==> src/rtl/fixed_frame_deframer_xor_check_macros.svh <==
// Assertion macros shared by the deframer RTL.
// Included by the modules that check their own logic; needs a port named clock and reset.
`ifndef FIXED_FRAME_DEFRAMER_XOR_CHECK_MACROS_SVH
`define FIXED_FRAME_DEFRAMER_XOR_CHECK_MACROS_SVH

// cond must never be true outside reset
`define FFDX_ASSERT_NEVER(name, cond, msg) \
   name: assert property (@(posedge clock) disable iff (reset) !(cond)) else $error(msg);

// ante implies cons in the same cycle
`define FFDX_ASSERT_IMPLY(name, ante, cons, msg) \
   name: assert property (@(posedge clock) disable iff (reset) (ante) |-> (cons)) \
      else $error(msg);

// ante implies cons in the next cycle
`define FFDX_ASSERT_NEXT(name, ante, cons, msg) \
   name: assert property (@(posedge clock) disable iff (reset) (ante) |=> (cons)) \
      else $error(msg);

`endif

==> src/rtl/ffdx_pkg.sv <==
// Shared types and constants for the fixed frame deframer.
// No dependencies.
`timescale 1ns / 1ps

package ffdx_pkg;

   localparam int FRAME_LEN_DEF = 16;

   // frame status codes as seen on the result channel
   typedef enum logic [1:0] {
      ST_GOOD      = 2'd0,
      ST_BAD_END   = 2'd1,
      ST_BAD_CHECK = 2'd2
   } status_type;

   // register indexes (byte address / 4)
   typedef enum logic [1:0] {
      REG_START_MARKER = 2'd0,
      REG_END_MARKER   = 2'd1,
      REG_CHECK_SEED   = 2'd2,
      REG_UNUSED       = 2'd3
   } reg_index_type;

   localparam logic [7:0] START_MARKER_RST = 8'hA0;
   localparam logic [7:0] END_MARKER_RST   = 8'hA1;
   localparam logic [7:0] CHECK_SEED_RST   = 8'hFF;

   // framer -> body buffer events
   typedef struct packed {
      logic       wr_en;      // store one body byte
      logic       good;       // frame passed both checks, start drain
      logic       bad;        // frame failed, emit one status word
      status_type status;     // which failure
   } frame_evt_type;

   // body buffer -> framer status
   typedef struct packed {
      logic drain_busy;       // a body run is still being read out
      logic slot_free;        // output path can take one more word next cycle
   } buf_stat_type;

   // one result word
   typedef struct packed {
      status_type status;
      logic [7:0] body_byte;
      logic [3:0] body_index;
      logic       last;
   } rsp_word_type;

endpackage

==> src/rtl/ffdx_body_buf.sv <==
// Body byte store (two banks), drain sequencer and two-word output queue.
// Depends on ffdx_pkg and fixed_frame_deframer_xor_check_macros.svh.
`timescale 1ns / 1ps
`include "fixed_frame_deframer_xor_check_macros.svh"

module ffdx_body_buf
   import ffdx_pkg::*;
#(
   parameter int BODY_LEN = FRAME_LEN_DEF - 3,
   parameter int IDXW     = 4
) (
   input  logic                clock,
   input  logic                reset,
   input  frame_evt_type       evt,
   input  logic [IDXW-1:0]     wr_idx,
   input  logic [7:0]          wr_data,
   output buf_stat_type        stat,
   output logic                rsp_tvalid,
   input  logic                rsp_tready,
   output rsp_word_type        rsp_word
);

   localparam int DEPTH = 2 * (2 ** IDXW);

   logic [7:0]      mem [DEPTH];
   logic [7:0]      mem_rd_ff;

   logic            wr_bank_ff, wr_bank_in;
   logic            drain_bank_ff, drain_bank_in;
   logic            drain_active_ff, drain_active_in;
   logic [IDXW-1:0] drain_idx_ff, drain_idx_in;

   logic            s1_valid_ff, s1_valid_in;
   status_type      s1_status_ff, s1_status_in;
   logic [3:0]      s1_idx_ff, s1_idx_in;
   logic            s1_last_ff, s1_last_in;

   rsp_word_type    q_ff [2];
   logic            q_wptr_ff, q_rptr_ff;
   logic [1:0]      q_cnt_ff, q_cnt_in;

   logic            pop, issue, issue_last;
   logic [2:0]      occ;
   rsp_word_type    push_word;

   assign pop        = rsp_tvalid && rsp_tready;
   assign occ        = {1'b0, q_cnt_ff} + {2'b00, s1_valid_ff};
   assign stat.slot_free  = (occ < 3'd2) || ((occ == 3'd2) && pop);
   assign stat.drain_busy = drain_active_ff;

   assign issue      = drain_active_ff && stat.slot_free;
   assign issue_last = (drain_idx_ff == IDXW'(BODY_LEN - 1));

   always_comb begin
      wr_bank_in      = wr_bank_ff;
      drain_bank_in   = drain_bank_ff;
      drain_active_in = drain_active_ff;
      drain_idx_in    = drain_idx_ff;
      s1_valid_in     = 1'b0;
      s1_status_in    = ST_GOOD;
      s1_idx_in       = 4'd0;
      s1_last_in      = 1'b1;
      if (issue) begin
         s1_valid_in = 1'b1;
         s1_idx_in   = 4'(drain_idx_ff);
         s1_last_in  = issue_last;
         if (issue_last) begin
            drain_active_in = 1'b0;
         end else begin
            drain_idx_in = drain_idx_ff + 1'b1;
         end
      end else if (evt.bad) begin
         s1_valid_in  = 1'b1;
         s1_status_in = evt.status;
      end
      // the next frame fills the other bank while this one drains
      if (evt.good) begin
         drain_active_in = 1'b1;
         drain_idx_in    = '0;
         drain_bank_in   = wr_bank_ff;
         wr_bank_in      = ~wr_bank_ff;
      end
   end

   always_comb begin
      push_word.status     = s1_status_ff;
      push_word.body_byte  = (s1_status_ff == ST_GOOD) ? mem_rd_ff : 8'd0;
      push_word.body_index = s1_idx_ff;
      push_word.last       = s1_last_ff;
      q_cnt_in = q_cnt_ff + {1'b0, s1_valid_ff} - {1'b0, pop};
   end

   always_ff @(posedge clock) begin
      if (evt.wr_en) begin
         mem[{wr_bank_ff, wr_idx}] <= wr_data;
      end
      if (issue) begin
         mem_rd_ff <= mem[{drain_bank_ff, drain_idx_ff}];
      end
   end

   always_ff @(posedge clock) begin
      if (reset) begin
         wr_bank_ff      <= 1'b0;
         drain_bank_ff   <= 1'b0;
         drain_active_ff <= 1'b0;
         drain_idx_ff    <= '0;
         s1_valid_ff     <= 1'b0;
         q_wptr_ff       <= 1'b0;
         q_rptr_ff       <= 1'b0;
         q_cnt_ff        <= 2'd0;
      end else begin
         wr_bank_ff      <= wr_bank_in;
         drain_bank_ff   <= drain_bank_in;
         drain_active_ff <= drain_active_in;
         drain_idx_ff    <= drain_idx_in;
         s1_valid_ff     <= s1_valid_in;
         q_cnt_ff        <= q_cnt_in;
         if (s1_valid_ff) begin
            q_wptr_ff <= ~q_wptr_ff;
         end
         if (pop) begin
            q_rptr_ff <= ~q_rptr_ff;
         end
      end
   end

   always_ff @(posedge clock) begin
      s1_status_ff <= s1_status_in;
      s1_idx_ff    <= s1_idx_in;
      s1_last_ff   <= s1_last_in;
      if (s1_valid_ff) begin
         q_ff[q_wptr_ff] <= push_word;
      end
   end

   assign rsp_tvalid = (q_cnt_ff != 2'd0);
   assign rsp_word   = q_ff[q_rptr_ff];

   `FFDX_ASSERT_NEVER(a_queue_overflow, occ > 3'd2, "output queue overrun")
   `FFDX_ASSERT_NEVER(a_good_while_drain, evt.good && drain_active_ff,
      "new run started while previous run drains")
   `FFDX_ASSERT_NEXT(a_drain_ends, issue && issue_last, !drain_active_ff || evt.good,
      "drain did not stop after last read")
   `FFDX_ASSERT_IMPLY(a_status_is_last, rsp_tvalid && rsp_word.status != ST_GOOD,
      rsp_word.last, "status word not marked last")

endmodule

==> src/rtl/fixed_frame_deframer_xor_check.sv <==
// Top level of the fixed frame deframer: register port, frame tracking, check byte.
// Depends on ffdx_pkg, ffdx_body_buf and fixed_frame_deframer_xor_check_macros.svh.
`timescale 1ns / 1ps
`include "fixed_frame_deframer_xor_check_macros.svh"

// Usage
//   req_* : one received byte per word. The block hunts for the start marker, tracks
//           a FRAME_LEN byte frame, XORs the body into the check and compares the
//           check byte on arrival and the end marker at the last byte.
//   rsp_* : a good frame gives FRAME_LEN-3 body words, tlast on the final one; a bad
//           frame gives a single status word in tuser with tlast set.
//   csr_* : start marker, end marker and check seed at byte addresses 0, 4 and 8.
// Throughput: one byte per cycle. A body run leaves at one word per cycle while the
//   receiver takes words. A status word passes the s1 register and then the output
//   queue; a body word is first read from the store into a register. Body bytes go
//   into one bank of a two-bank store while the other bank is read out, so the next
//   frame streams in during readout. The final byte of a frame waits only while the
//   previous run is still being read out or the output queue is full.
// Reset: markers and seed return to their defaults and the block starts hunting. No
//   memory clearing pass is needed; accepts input the cycle after reset.
// Receiver stall: results sit in a two-word queue; input keeps flowing until a
//   final byte arrives that would need output space.

module fixed_frame_deframer_xor_check
   import ffdx_pkg::*;
#(
   parameter int FRAME_LEN = FRAME_LEN_DEF
) (
   input  logic        clock,
   input  logic        reset,
   // byte in
   input  logic        req_tvalid,
   output logic        req_tready,
   input  logic [7:0]  req_tdata,   // [7:0] rx_byte
   // results out
   output logic        rsp_tvalid,
   input  logic        rsp_tready,
   output logic [15:0] rsp_tdata,   // [7:0] body_byte, [11:8] body_index, [15:12] zero
   output logic [1:0]  rsp_tuser,   // [1:0] frame_status
   output logic        rsp_tlast,   // last_of_run
   // register port
   input  logic        csr_psel,
   input  logic        csr_penable,
   input  logic        csr_pwrite,
   input  logic [3:0]  csr_paddr,
   input  logic [31:0] csr_pwdata,
   output logic [31:0] csr_prdata,
   output logic        csr_pready
);

   localparam int BODY_LEN  = FRAME_LEN - 3;
   localparam int CHECK_POS = FRAME_LEN - 2;
   localparam int END_POS   = FRAME_LEN - 1;
   localparam int PW        = $clog2(FRAME_LEN);
   localparam int IDXW      = (BODY_LEN > 1) ? $clog2(BODY_LEN) : 1;

   logic [7:0]    start_marker_ff, end_marker_ff, check_seed_ff;
   logic [PW-1:0] pos_ff, pos_in;
   logic [7:0]    chk_ff, chk_in;
   logic          matched_ff, matched_in;

   reg_index_type csr_idx;
   logic          csr_wr, acc, at_end;
   logic [7:0]    rx_byte;
   frame_evt_type evt;
   buf_stat_type  stat;
   rsp_word_type  rsp_word;
   logic [PW-1:0] body_off;

   // ---------------- register port ----------------
   assign csr_pready = 1'b1;
   assign csr_idx    = reg_index_type'(csr_paddr[3:2]);
   assign csr_wr     = csr_psel && csr_penable && csr_pwrite && csr_pready;

   always_comb begin
      unique case (csr_idx)
         REG_START_MARKER: csr_prdata = {24'd0, start_marker_ff};
         REG_END_MARKER:   csr_prdata = {24'd0, end_marker_ff};
         REG_CHECK_SEED:   csr_prdata = {24'd0, check_seed_ff};
         default:          csr_prdata = 32'd0;
      endcase
   end

   always_ff @(posedge clock) begin
      if (reset) begin
         start_marker_ff <= START_MARKER_RST;
         end_marker_ff   <= END_MARKER_RST;
         check_seed_ff   <= CHECK_SEED_RST;
      end else if (csr_wr) begin
         unique case (csr_idx)
            REG_START_MARKER: start_marker_ff <= csr_pwdata[7:0];
            REG_END_MARKER:   end_marker_ff   <= csr_pwdata[7:0];
            REG_CHECK_SEED:   check_seed_ff   <= csr_pwdata[7:0];
            default:          ;
         endcase
      end
   end

   // ---------------- frame tracking ----------------
   assign rx_byte    = req_tdata;
   assign at_end     = (pos_ff == PW'(END_POS));
   assign req_tready = !at_end || (!stat.drain_busy && stat.slot_free);
   assign acc        = req_tvalid && req_tready;
   assign body_off   = pos_ff - 1'b1;

   always_comb begin
      pos_in     = pos_ff;
      chk_in     = chk_ff;
      matched_in = matched_ff;
      evt        = '0;
      evt.status = ST_GOOD;
      if (acc) begin
         if (pos_ff == '0) begin
            if (rx_byte == start_marker_ff) begin
               pos_in     = PW'(1);
               chk_in     = check_seed_ff;
               matched_in = 1'b0;
            end
         end else if (!at_end) begin
            if (rx_byte == start_marker_ff) begin
               // restart the frame at this byte
               pos_in     = PW'(1);
               chk_in     = check_seed_ff;
               matched_in = 1'b0;
            end else begin
               if (pos_ff < PW'(CHECK_POS)) begin
                  evt.wr_en = 1'b1;
                  chk_in    = chk_ff ^ rx_byte;
               end else begin
                  matched_in = (rx_byte == chk_ff);
               end
               pos_in = pos_ff + 1'b1;
            end
         end else begin
            pos_in = '0;
            if (rx_byte != end_marker_ff) begin
               evt.bad    = 1'b1;
               evt.status = ST_BAD_END;
            end else if (!matched_ff) begin
               evt.bad    = 1'b1;
               evt.status = ST_BAD_CHECK;
            end else begin
               evt.good   = 1'b1;
               matched_in = 1'b0;
            end
         end
      end
   end

   always_ff @(posedge clock) begin
      if (reset) begin
         pos_ff     <= '0;
         chk_ff     <= CHECK_SEED_RST;
         matched_ff <= 1'b0;
      end else begin
         pos_ff     <= pos_in;
         chk_ff     <= chk_in;
         matched_ff <= matched_in;
      end
   end

   ffdx_body_buf #(
      .BODY_LEN (BODY_LEN),
      .IDXW     (IDXW)
   ) u_body_buf (
      .clock      (clock),
      .reset      (reset),
      .evt        (evt),
      .wr_idx     (IDXW'(body_off)),
      .wr_data    (rx_byte),
      .stat       (stat),
      .rsp_tvalid (rsp_tvalid),
      .rsp_tready (rsp_tready),
      .rsp_word   (rsp_word)
   );

   assign rsp_tdata = {4'd0, rsp_word.body_index, rsp_word.body_byte};
   assign rsp_tuser = rsp_word.status;
   assign rsp_tlast = rsp_word.last;

   `FFDX_ASSERT_NEVER(a_pos_range, pos_ff > PW'(END_POS), "frame position out of range")
   `FFDX_ASSERT_IMPLY(a_final_gated, acc && at_end, !stat.drain_busy && stat.slot_free,
      "final byte taken without output space")
   `FFDX_ASSERT_NEXT(a_verdict_resets, acc && at_end, pos_ff == '0,
      "frame not closed after final byte")

endmodule
==> config.mk <==
export PLATFORM = sky130hd
export DESIGN_NAME = fixed_frame_deframer_xor_check
export DESIGN_NICKNAME = d
export VERILOG_FILES = /design/src/rtl/ffdx_pkg.sv /design/src/rtl/ffdx_body_buf.sv /design/src/rtl/fixed_frame_deframer_xor_check.sv
export VERILOG_INCLUDE_DIRS = /design/src /design/src/rtl
export SDC_FILE = /design/constraint.sdc
export NUM_CORES = 1
export LEC_CHECK = 0
export CORE_UTILIZATION = 68
export DETAILED_ROUTE_END_ITERATION = 16
export DONT_BUFFER_PORTS = 1
export PLACE_DENSITY = 0.9
export SYNTH_ARGS = -nofsm -noshare
export SYNTH_HDL_FRONTEND = slang
export SYNTH_SLANG_ARGS = --single-unit
==> constraint.sdc <==
create_clock -name clock -period 4.02 [get_ports clock]
set_input_delay 0.402 -clock clock [delete_from_list [all_inputs] [get_ports clock]]
set_output_delay 0.402 -clock clock [all_outputs]
set_load 0.02 [all_outputs]
==> flow_results.org, run 1 <==
** Run status
- The run finished with clean final reports.

** Clock tree
- TritonCTS clock tree :: yes
- The H-tree generated during clock tree synthesis spans 2 levels.
- Maximum count of clock buffers along a single path :: 3
- Clock-pin slew of the registers on the worst-case setup and hold paths :: approximately 70 ps
- The clock drives between 300 and 400 sinks.
- Clock insertion delay at the later pin of the skew report :: around 520 ps
- Clock buffers created by TritonCTS :: 34
- CTS placed an instance of sky130_fd_sc_hd__clkbuf_16 at the clock tree root.
- In this run the post-CTS setup repair buffer count came out at 0.

** Worst setup path
- Of all nets on the critical path, the largest fanout is 24.
- The endpoint identified for the worst register-to-register timing path is u_body_buf.mem[13][1].
- Critical Path Sink Type :: flip-flop
- For this run, the slowest stage of the critical path takes approximately 800 ps.
- Kind of cell adding the most delay to the critical path :: simple AND/OR/NAND/NOR gates
- Worst Path Arrival :: between 3000 and 4000 ps
- Worst setup path class :: flip-flop to flip-flop
- Startpoint type of the worst setup path :: flip-flop
- Startpoint of the most critical register-to-register path :: pos_ff[0]
- Walking the worst path, the cells encountered are inv_1 > ha_1 > nor3b_2 > and3b_1 > and2_1 > and3_1.
- Worst R2R Path Depth :: 6
- Crit-path slowest cell :: sky130_fd_sc_hd__and2_1
- Data required, critical path :: approximately 4200 ps
- The setup check on the worst reg-to-reg path leaves a slack of about 400 ps.
- Number of buffers and inverters on the critical path :: 1

** Timing
- FMAX :: 0.2756 GHz
- Final period utilization :: approximately nine tenths
- Count of endpoints failing hold in the final timing report :: 0
- The worst path meets setup with slightly below 400 ps of slack.
- Final worst path period need :: 3628 ps
- Setup_tns :: 0 ps
- On the final layout, the worst hold slack is roughly 18 ps.
- Tightest slew margin relative to the limit :: 28.88%
- Setup violations remaining at the end of the flow were counted as 0.
- Worst slew pin tran :: 1063 ps
- Largest clock skew in the final design :: roughly 19 ps
- The final count of pins violating max slew came to 0.
- Setup repair after global routing left no endpoint under its margin.

** Cells and area
- Most frequent standard cell in the layout excluding fill and tap cells :: sky130_fd_sc_hd__edfxtp_1
- Leaving out fill and tap cells, the most frequent cells in the layout are sky130_fd_sc_hd__edfxtp_1, sky130_fd_sc_hd__dfxtp_1, sky130_fd_sc_hd__mux4_2.
- Number of nets in the layout :: 942
- Cells fill 76.25% of the core in the end.
- Count of filler cells inserted in the layout :: ~1,100
- In the final layout, the share of cells above drive strength 1 is between 10% and 20%.
- The repair_antennas step left the layout with diodes totalling 0.
- Post-route cell area :: ~16,000 µm²
- From synthesis to final layout, the design area changed by 9.481%.
- For this run, the number of standard cells in the final layout without fillers is around 1,200.

** Placed design
- Placer Congestion :: 0.8183
- Once placement finished, the instance area stood at between 10,000 and 15,000 µm².
- Input and output buffers added on the ports amount to 0.
- Post-DP HPWL :: about 19,000 µm
- Placed Instances :: ~1,100
- Before CTS, the worst setup slack after placement is between 600 and 700 ps.

** Power
- Power spread over the standard cell area amounts to roughly 470 nW/µm².
- Across the VDD grid, the largest voltage drop is about 0.00036 V.
- In this run the static leakage power is around 5.3 nW.
- Total Power Consumption :: between 7 and 8 mW

** Floorplan
- Number of I/O pins :: roughly 110
- Placement row count :: 53
- The die covers approximately 22,000 µm².
- Chip Width :: roughly 150 µm
- Effective utilization at floorplan :: between 60% and 70%
- Measured along the y axis, the die boundary spans between 100 and 150 µm.
- After floorplanning, the core was sized to cover roughly 21,000 µm².

** Detailed routing
- TritonRoute pass-1 iters :: 5
- In this run, the number of DRC markers left after iteration 0 of detailed routing was about 1,100.
- Post-detailed-route DRC marker count :: 0
- Across all layers, the routed design uses just over 8,000 vias.
- For this block, the routed nets add up to ~34,000 µm of wire.
- Dividing the detail-routed wire length by the instance count gives roughly 29 µm.
- Number of antenna-violating nets in the routed design :: 0
- Via-to-Cell Ratio :: 6.993

** Worst hold path
- Worst hold stages :: 2
- Critical hold path startpoint :: csr_pwdata[5]
- The path with the worst hold slack has its endpoint at check_seed_ff[5].
- In this run the worst hold path is classified as input pin to flip-flop.

** Logic synthesis
- Of the synthesized area, sequential elements account for between 60% and 70%.
- Counting flops with a built-in enable in the synthesized netlist gives 294.
- Post-synthesis async set-or-reset flop share :: 0%
- Mean instance size in the synthesized netlist :: about 17 µm²
- In this run the biggest area consumer among cell types represents about three fifths of the synthesized area.
- Synth area leaders :: sky130_fd_sc_hd__edfxtp_1, sky130_fd_sc_hd__dfxtp_1, sky130_fd_sc_hd__mux4_2, sky130_fd_sc_hd__mux4_1, sky130_fd_sc_hd__mux2i_1
- Largest area contributor in the netlist :: sky130_fd_sc_hd__edfxtp_1
- For this run, the number of Yosys warnings is 0.
- The mapped netlist covers between 10,000 and 15,000 µm².
- Cells after synthesis :: around 870
- Counting flops and latches in the post-synthesis netlist gives 351.
- Library cells used by synthesis :: 56
- In the synthesized netlist the dominant register cell turns out to be sky130_fd_sc_hd__edfxtp_1.

** Global routing
- Largest net degree at the start of global routing :: a little under 50
- The first global-routing pass estimated 51,340 µm of wire.
- Via count of the first global-routing pass :: 8,008
- Overall global routing resource usage :: 32.57%
- Remaining global-route overflow :: 0
- Antenna violations before repair :: 2

** Job
- Max-cap violation count :: 0
repair_timing:
action / 4_1_cts / 5_1_grt
gates resized for setup: 0 / 0
endpoints found under the setup margin: 0 / 0
hold buffers: 10 / 0
hold endpoints to repair: 278 / 0
synthesized netlist by cell type (11+ instances only):
| cell | count |
|---|---|
| sky130_fd_sc_hd__o21ai_0 | 11 |
| sky130_fd_sc_hd__mux4_1 | 22 |
| sky130_fd_sc_hd__mux2_2 | 15 |
| sky130_fd_sc_hd__o21a_1 | 11 |
| sky130_fd_sc_hd__nor3_1 | 12 |
| sky130_fd_sc_hd__dfxtp_1 | 57 |
| sky130_fd_sc_hd__buf_2 | 15 |
| sky130_fd_sc_hd__a21oi_1 | 11 |
| sky130_fd_sc_hd__inv_1 | 12 |
| sky130_fd_sc_hd__nand2_1 | 37 |
| sky130_fd_sc_hd__mux4_2 | 50 |
| sky130_fd_sc_hd__nor2_1 | 27 |
| sky130_fd_sc_hd__buf_4 | 32 |
| sky130_fd_sc_hd__xor2_1 | 17 |
| sky130_fd_sc_hd__xnor2_1 | 15 |
| sky130_fd_sc_hd__clkbuf_1 | 25 |
| sky130_fd_sc_hd__and3_1 | 30 |
| sky130_fd_sc_hd__edfxtp_1 | 294 |
| sky130_fd_sc_hd__ha_1 | 12 |
| sky130_fd_sc_hd__nand3_1 | 25 |
| sky130_fd_sc_hd__and2_1 | 14 |
| sky130_fd_sc_hd__mux2i_1 | 43 |
state kept, by name, summed over array words and instances, names as in the netlist, 2 cells and up, named ones only:
register,flops
u_body_buf.q_ff,30
u_body_buf.drain_idx_ff,4
start_marker_ff,8
u_body_buf.s1_idx_ff,4
u_body_buf.q_cnt_ff,2
u_body_buf.mem,256
u_body_buf.mem_rd_ff,8
check_seed_ff,8
end_marker_ff,8
chk_ff,8
u_body_buf.s1_status_ff,2
pos_ff,4
worst max-delay path by stage:
stage / startpoint / end / slack (ps) / cells past startpoint
after floorplan: pos_ff[0] / u_body_buf.mem[19][0] / 1300 / 8
after global placement: pos_ff[0] / u_body_buf.mem[22][6] / 820 / 6
after detailed placement: pos_ff[0] / u_body_buf.mem[13][1] / 640 / 6
after CTS: pos_ff[0] / u_body_buf.mem[0][1] / 490 / 6
after global routing: pos_ff[0] / u_body_buf.mem[29][2] / 200 / 6
final: pos_ff[0] / u_body_buf.mem[13][1] / 390 / 6
power breakdown:
group	internal [mW]	leakage [nW]	switching [mW]	total (mW)
logic	0.119	1.61	0.211	0.330
registers	3.95	3.09	0.0373	3.99
clock network	1.86	0.551	1.32	3.18
total	5.93	5.25	1.57	7.49
logic make-up after synthesis:
| logic type | count (synthesis) | share of synthesized area, % |
|---|---|---|
| multiplexers | 130 | 15.68 |
| AND/OR/NAND/NOR | 174 | 6.295 |
| other | 2 | 0.05113 |
| buffers and inverters | 95 | 3.705 |
| XOR/XNOR | 32 | 1.908 |
| flip-flops | 351 | 67.88 |
| adder cells (fa/ha/maj) | 12 | 1.022 |
| AO/OA/AOI/OAI | 76 | 3.459 |
area by class of cell:
| type | instances | area, µm² | area share (%) |
|---|---|---|---|
| Timing Repair Buffer | 26 | 312.8 | 1.945 |
| Tap cell | 275 | 344.1 | 2.140 |
| Clock inverter | 19 | 145.1 | 0.9026 |
| Inverter | 13 | 48.80 | 0.3035 |
| Multi-Input combinational cell | 453 | 4275 | 26.59 |
| Clock buffer | 43 | 979.7 | 6.092 |
| Sequential cell | 351 | 9975 | 62.03 |
layer usage:
metal / share of wire, % / routed length (µm) / global-route usage (%) / vias to the layer above
li1: - / - / - / 3383
met1: 35 / 11960 / 42.83 / 4102
met2: 51 / 17370 / 54.05 / 656
met3: 11 / 3682 / 7.125 / 109
met4: 3.7 / 1280 / 11.79 / 2
met5: 0.038 / 13 / 0 / -
No activity file was read; power rests on OpenSTA's default activity.
==> run 2, diff against run 1 <==
- ABC_AREA: default -> 1
==> run 2 against run 1 <==
Effect of this change: critical path depth grew 6; total power shrank 2.9%; first-iteration DRC count grew 47%; sequential power is essentially flat; global-route usage grew 0.47 points; cell area grew 0.82%; cell count grew 39%; non-clock buffer count is the same; clock skew is essentially flat; clock-buffer cell count grew 2.
==> flow_results.org, run 2 <==
** Run status
- The flow ran to the end, and the final reports show no timing, DRC or antenna violations.

** Clock tree
- The clock insertion delay at the later pin of the skew report came to 520 ps (about the same).
- Clock buffers created by TritonCTS :: 35 (+2.9%)
- The clock sink count was 351 (unchanged).
- Hold Buf Count CTS :: 9 (-1)
- H-Tree Level Count :: 2 (unchanged)
- The post-cts gate resize count came to 0 (unchanged).
- TritonCTS built the clock tree.
- CTS root buffer :: sky130_fd_sc_hd__clkbuf_16
- The clock input transition at the sequential cells of the worst setup and hold paths came to 60 ps (about the same).
- The number of buffers on the longest clock path was 3 (unchanged).
- Setup Buffers After CTS :: 0 (unchanged)

** Cells and area
- The number of nets in the finished design came to 1,406 (+49%).
- Most frequent standard cell in the layout excluding fill and tap cells :: sky130_fd_sc_hd__edfxtp_1
- The fraction of final layout cells sized beyond drive strength 1 was 8.260% (-8.2 points).
- Commonest cells after routing, fill and taps aside :: sky130_fd_sc_hd__edfxtp_1, sky130_fd_sc_hd__nor2_1, sky130_fd_sc_hd__nand2_1
- ANT cells :: 0 (unchanged)
- Relative to the synthesized area, the layout overhead comes to 9.222%.
- The count of fill cells added during filler insertion came to 1,184 (+8.9%).
- Largest registers :: u_body_buf.mem: 256 flops, u_body_buf.q_ff: 30 flops
- Counting flops per register, the top entry is u_body_buf.mem.
- Max reg flops :: 256 (unchanged)
- Sequential standard cell area :: 9975 µm² (unchanged)
- The footprint of the multi-input gates came to 4215 µm² (-1.4%).

** Logic synthesis
- Primary flip-flop cell chosen by synthesis mapping :: sky130_fd_sc_hd__edfxtp_1
- #FFs+latches synth :: 351 (unchanged)
- After synthesis, the cell types taking the most area are sky130_fd_sc_hd__edfxtp_1, sky130_fd_sc_hd__dfxtp_1, sky130_fd_sc_hd__nor2_1, sky130_fd_sc_hd__o21ai_0, sky130_fd_sc_hd__nand2_1.
- The average footprint of a synthesized cell was 11.06 µm² (-34%).
- The gate count after technology mapping is 1,342 (+54%).
- The post-synthesis instance area was 14,840 µm² (+1.1%).
- Post-synthesis async set-or-reset flop share :: 0% (unchanged)
- Portion of synthesized cell area occupied by the leading cell type :: 59.48% (-0.63 points)
- Number of warnings issued by yosys :: 0 (unchanged)
- Summed over all instances, the cell type with the most area after synthesis is sky130_fd_sc_hd__edfxtp_1.
- The fraction of the yosys area taken by sequential cells came to 67.17% (-0.71 points).
- Among all cell types in the netlist, the one instantiated most often is sky130_fd_sc_hd__edfxtp_1.
- The count of different cell masters after synthesis came to 34 (-39%).
- Counting instances in the post-synthesis netlist gives the leading cell types as sky130_fd_sc_hd__edfxtp_1, sky130_fd_sc_hd__nor2_1, sky130_fd_sc_hd__nand2_1, sky130_fd_sc_hd__o21ai_0, sky130_fd_sc_hd__inv_1.
- The number of synthesized flops with an enable pin is 294 (unchanged).

** Timing
- The remaining max-slew budget at the tightest pin came to 22.28% (-6.6 points).
- The final count of pins violating max slew came to 0 (unchanged).
- Final period utilization :: 81.07% (-9.2 points)
- Hold Worst Slack :: 8.504 ps (-9.852 ps)
- Worst slew pin tran :: 1164 ps (+101.2 ps)
- The fmax was 0.3069 GHz (+11%).
- Total of endpoints with negative setup slack in the final report :: 0 (unchanged)
- Final worst path period need :: 3259 ps (-369.3 ps)
- Setup_tns :: 0 ps (unchanged)
- The final-report hold violation count is 0 (unchanged).
- Slack of the critical path :: 761.1 ps (+369.3 ps)
- The clock skew after layout was 19.27 ps (+0.3558 ps).
- RSZ-0062 raised after global routing :: false

** Worst setup path
- The worst setup path is captured at a flip-flop.
- The logic depth of the worst register-to-register path was 12 (+6).
- The data arrival time of the worst path is 3400 ps (-370 ps).
- The critical path in this run is classified as flip-flop to flip-flop.
- Maximum fanout count along the critical path :: 8 (-67%)
- Startpoint type of the worst setup path :: flip-flop
- The required time reported for the critical path endpoint was 4160 ps (about the same).

** Placed design
- Setup WS pre-CTS :: 884.0 ps (+240.0 ps)
- Post-DP HPWL :: 20,560 µm (+10%)
- The number of port buffers is 0 (unchanged).
- The routability congestion estimate was 1.027 (+25%).

** Global routing
- The maximum number of pins on one net before global-route repair is 81 (+65%).
- The total global-route track usage was 33.05% (+0.47 points).
- Remaining global-route overflow :: 0 (unchanged)
- Via count of the first global-routing pass :: 10,092 (+26%)
- The initial antenna violation count came to 0 (-2).
- Wire length of the first global-routing pass :: 54,790 µm (+6.7%)

** Floorplan
- Effective utilization at floorplan :: 69.95% (+0.30 points)
- The chip height came to 149.7 µm (+0.52%).
- Overall die area :: 22,420 µm² (+1.0%)
- Standard cell core area :: 21,220 µm² (+0.63%)
- Number of I/O pins :: 105 (unchanged)
- Chip Width :: 149.7 µm (+0.52%)
- Placement row count :: 53 (unchanged)

** Detailed routing
- The remaining design rule violation count is 0 (unchanged).
- Via-to-Cell Ratio :: 6.460 (-7.6%)
- Via count :: 10,614 (+29%)
- Number of antenna-violating nets in the routed design :: 0 (unchanged)
- WL per Instance :: 22.03 µm (-24%)
- The number of DRC markers after the initial detailed-route iteration came to 1,638 (+47%).
- The number of iterations in the first detailed-routing pass is 8 (+3).
- The wire length after detailed routing was 36,200 µm (+5.5%).

** Power
- The switching share of total power came to 20.74% (-0.17 points).
- The portion of total power attributed to the clock network was 42.4% (about the same).
- The register share of total power came to 54.4% (+1.2 points).
- Switching Power :: 1.510 mW (-3.6%)
- Internal power :: 5.769 mW (-2.7%)
- Logic pwr share :: 3.2% (-1.2 points)
- Power per cell area :: 449.0 nW/µm² (-3.7%)
- The leakage component of the power was 5.823 nW (+11%).
- The worst supply voltage drop on vdd is 0.0002919 V (-18%).

** Worst hold path
- Worst hold stages :: 2 (unchanged)
- The min-delay analysis places its worst path in the category input pin to flip-flop.

** Job
- Max-cap violation count :: 0 (unchanged)
## run 2: routing by layer
layer  track usage [%]  wire length (µm)  vias to the layer above
li1                  -                 -                     4636
met1             40.60             12530                     5023
met4             14.55              1716                        0
met3             8.750              4333                      153
met2             55.16             17620                      802
met5                 0                 0                        -
## run 2: worst paths after layout
check / slack (ps) / to / start
hold reg to reg: 430 / u_body_buf.q_ff[1][0] / u_body_buf.s1_last_ff
hold / removal: 9 / check_seed_ff[2] / csr_pwdata[2]
setup / recovery: 760 / u_body_buf.mem[8][5] / u_body_buf.s1_valid_ff
setup reg to reg: 760 / u_body_buf.mem[8][5] / u_body_buf.s1_valid_ff
## run 2: critical path, cell delays in order, from the launching register on
cell                      delay (ps)
sky130_fd_sc_hd__dfxtp_1         400
sky130_fd_sc_hd__ha_1            210
sky130_fd_sc_hd__inv_1            50
sky130_fd_sc_hd__ha_1            260
sky130_fd_sc_hd__nor3b_1         270
sky130_fd_sc_hd__nand2_2         100
sky130_fd_sc_hd__nand2_4          90
sky130_fd_sc_hd__nand2_2          70
sky130_fd_sc_hd__nand2_4         110
sky130_fd_sc_hd__nand2_4         110
sky130_fd_sc_hd__nor3_4          340
sky130_fd_sc_hd__nand2_4         200
sky130_fd_sc_hd__nor2_1          650
## run 2: kinds of logic (layout without fill, tap and decap cells)
| logic type | count (synthesis) | after routing | share of synthesized area, % |
|---|---|---|---|
| simple gates | 521 | 521 | 14.75 |
| flops | 351 | 351 | 67.17 |
| compound gates | 255 | 255 | 9.702 |
| buf+inv | 168 | 167 | 5.117 |
| xor+xnor | 18 | 18 | 1.062 |
| mux | 15 | 15 | 1.138 |
| fa+ha+maj | 12 | 12 | 1.012 |
| other cells | 2 | 29 | 0.05060 |
## run 2: metrics by stage
| stage | power (mW) | std cells | util [%] | area [µm²] |
|---|---|---|---|---|
| final | 7.279 | 1643 | 76.40 | 16210 |
| after global routing | 7.436 | 1643 | 76.40 | 16210 |
| after CTS | 7.266 | 1643 | 76.40 | 16210 |
| after detailed placement | 4.205 | 1572 | 70.55 | 14970 |
| after global placement | 4.200 | 1572 | 70.55 | 14970 |
| after floorplan | 4.205 | 1369 | - | 14940 |
## run 2: power groups by stage
stage          logic [mW]  registers [mW]  clock network (mW)
6_report            0.235            3.96                3.08
5_1_grt             0.253            3.96                3.22
4_1_cts             0.230            3.96                3.08
3_5_place_dp        0.165            4.04                   0
3_3_place_gp        0.161            4.04                   0
2_1_floorplan       0.176            4.03                   0
## run 2: cell type report
| type | count | share of cell area (%) |
|---|---|---|
| Multi-Input combinational cell | 850 | 26.00 |
| Clock buffer | 45 | 5.958 |
| Inverter | 79 | 1.837 |
| Sequential cell | 351 | 61.53 |
| Tap cell | 275 | 2.122 |
| Clock inverter | 17 | 0.6406 |
| Timing Repair Buffer | 26 | 1.914 |
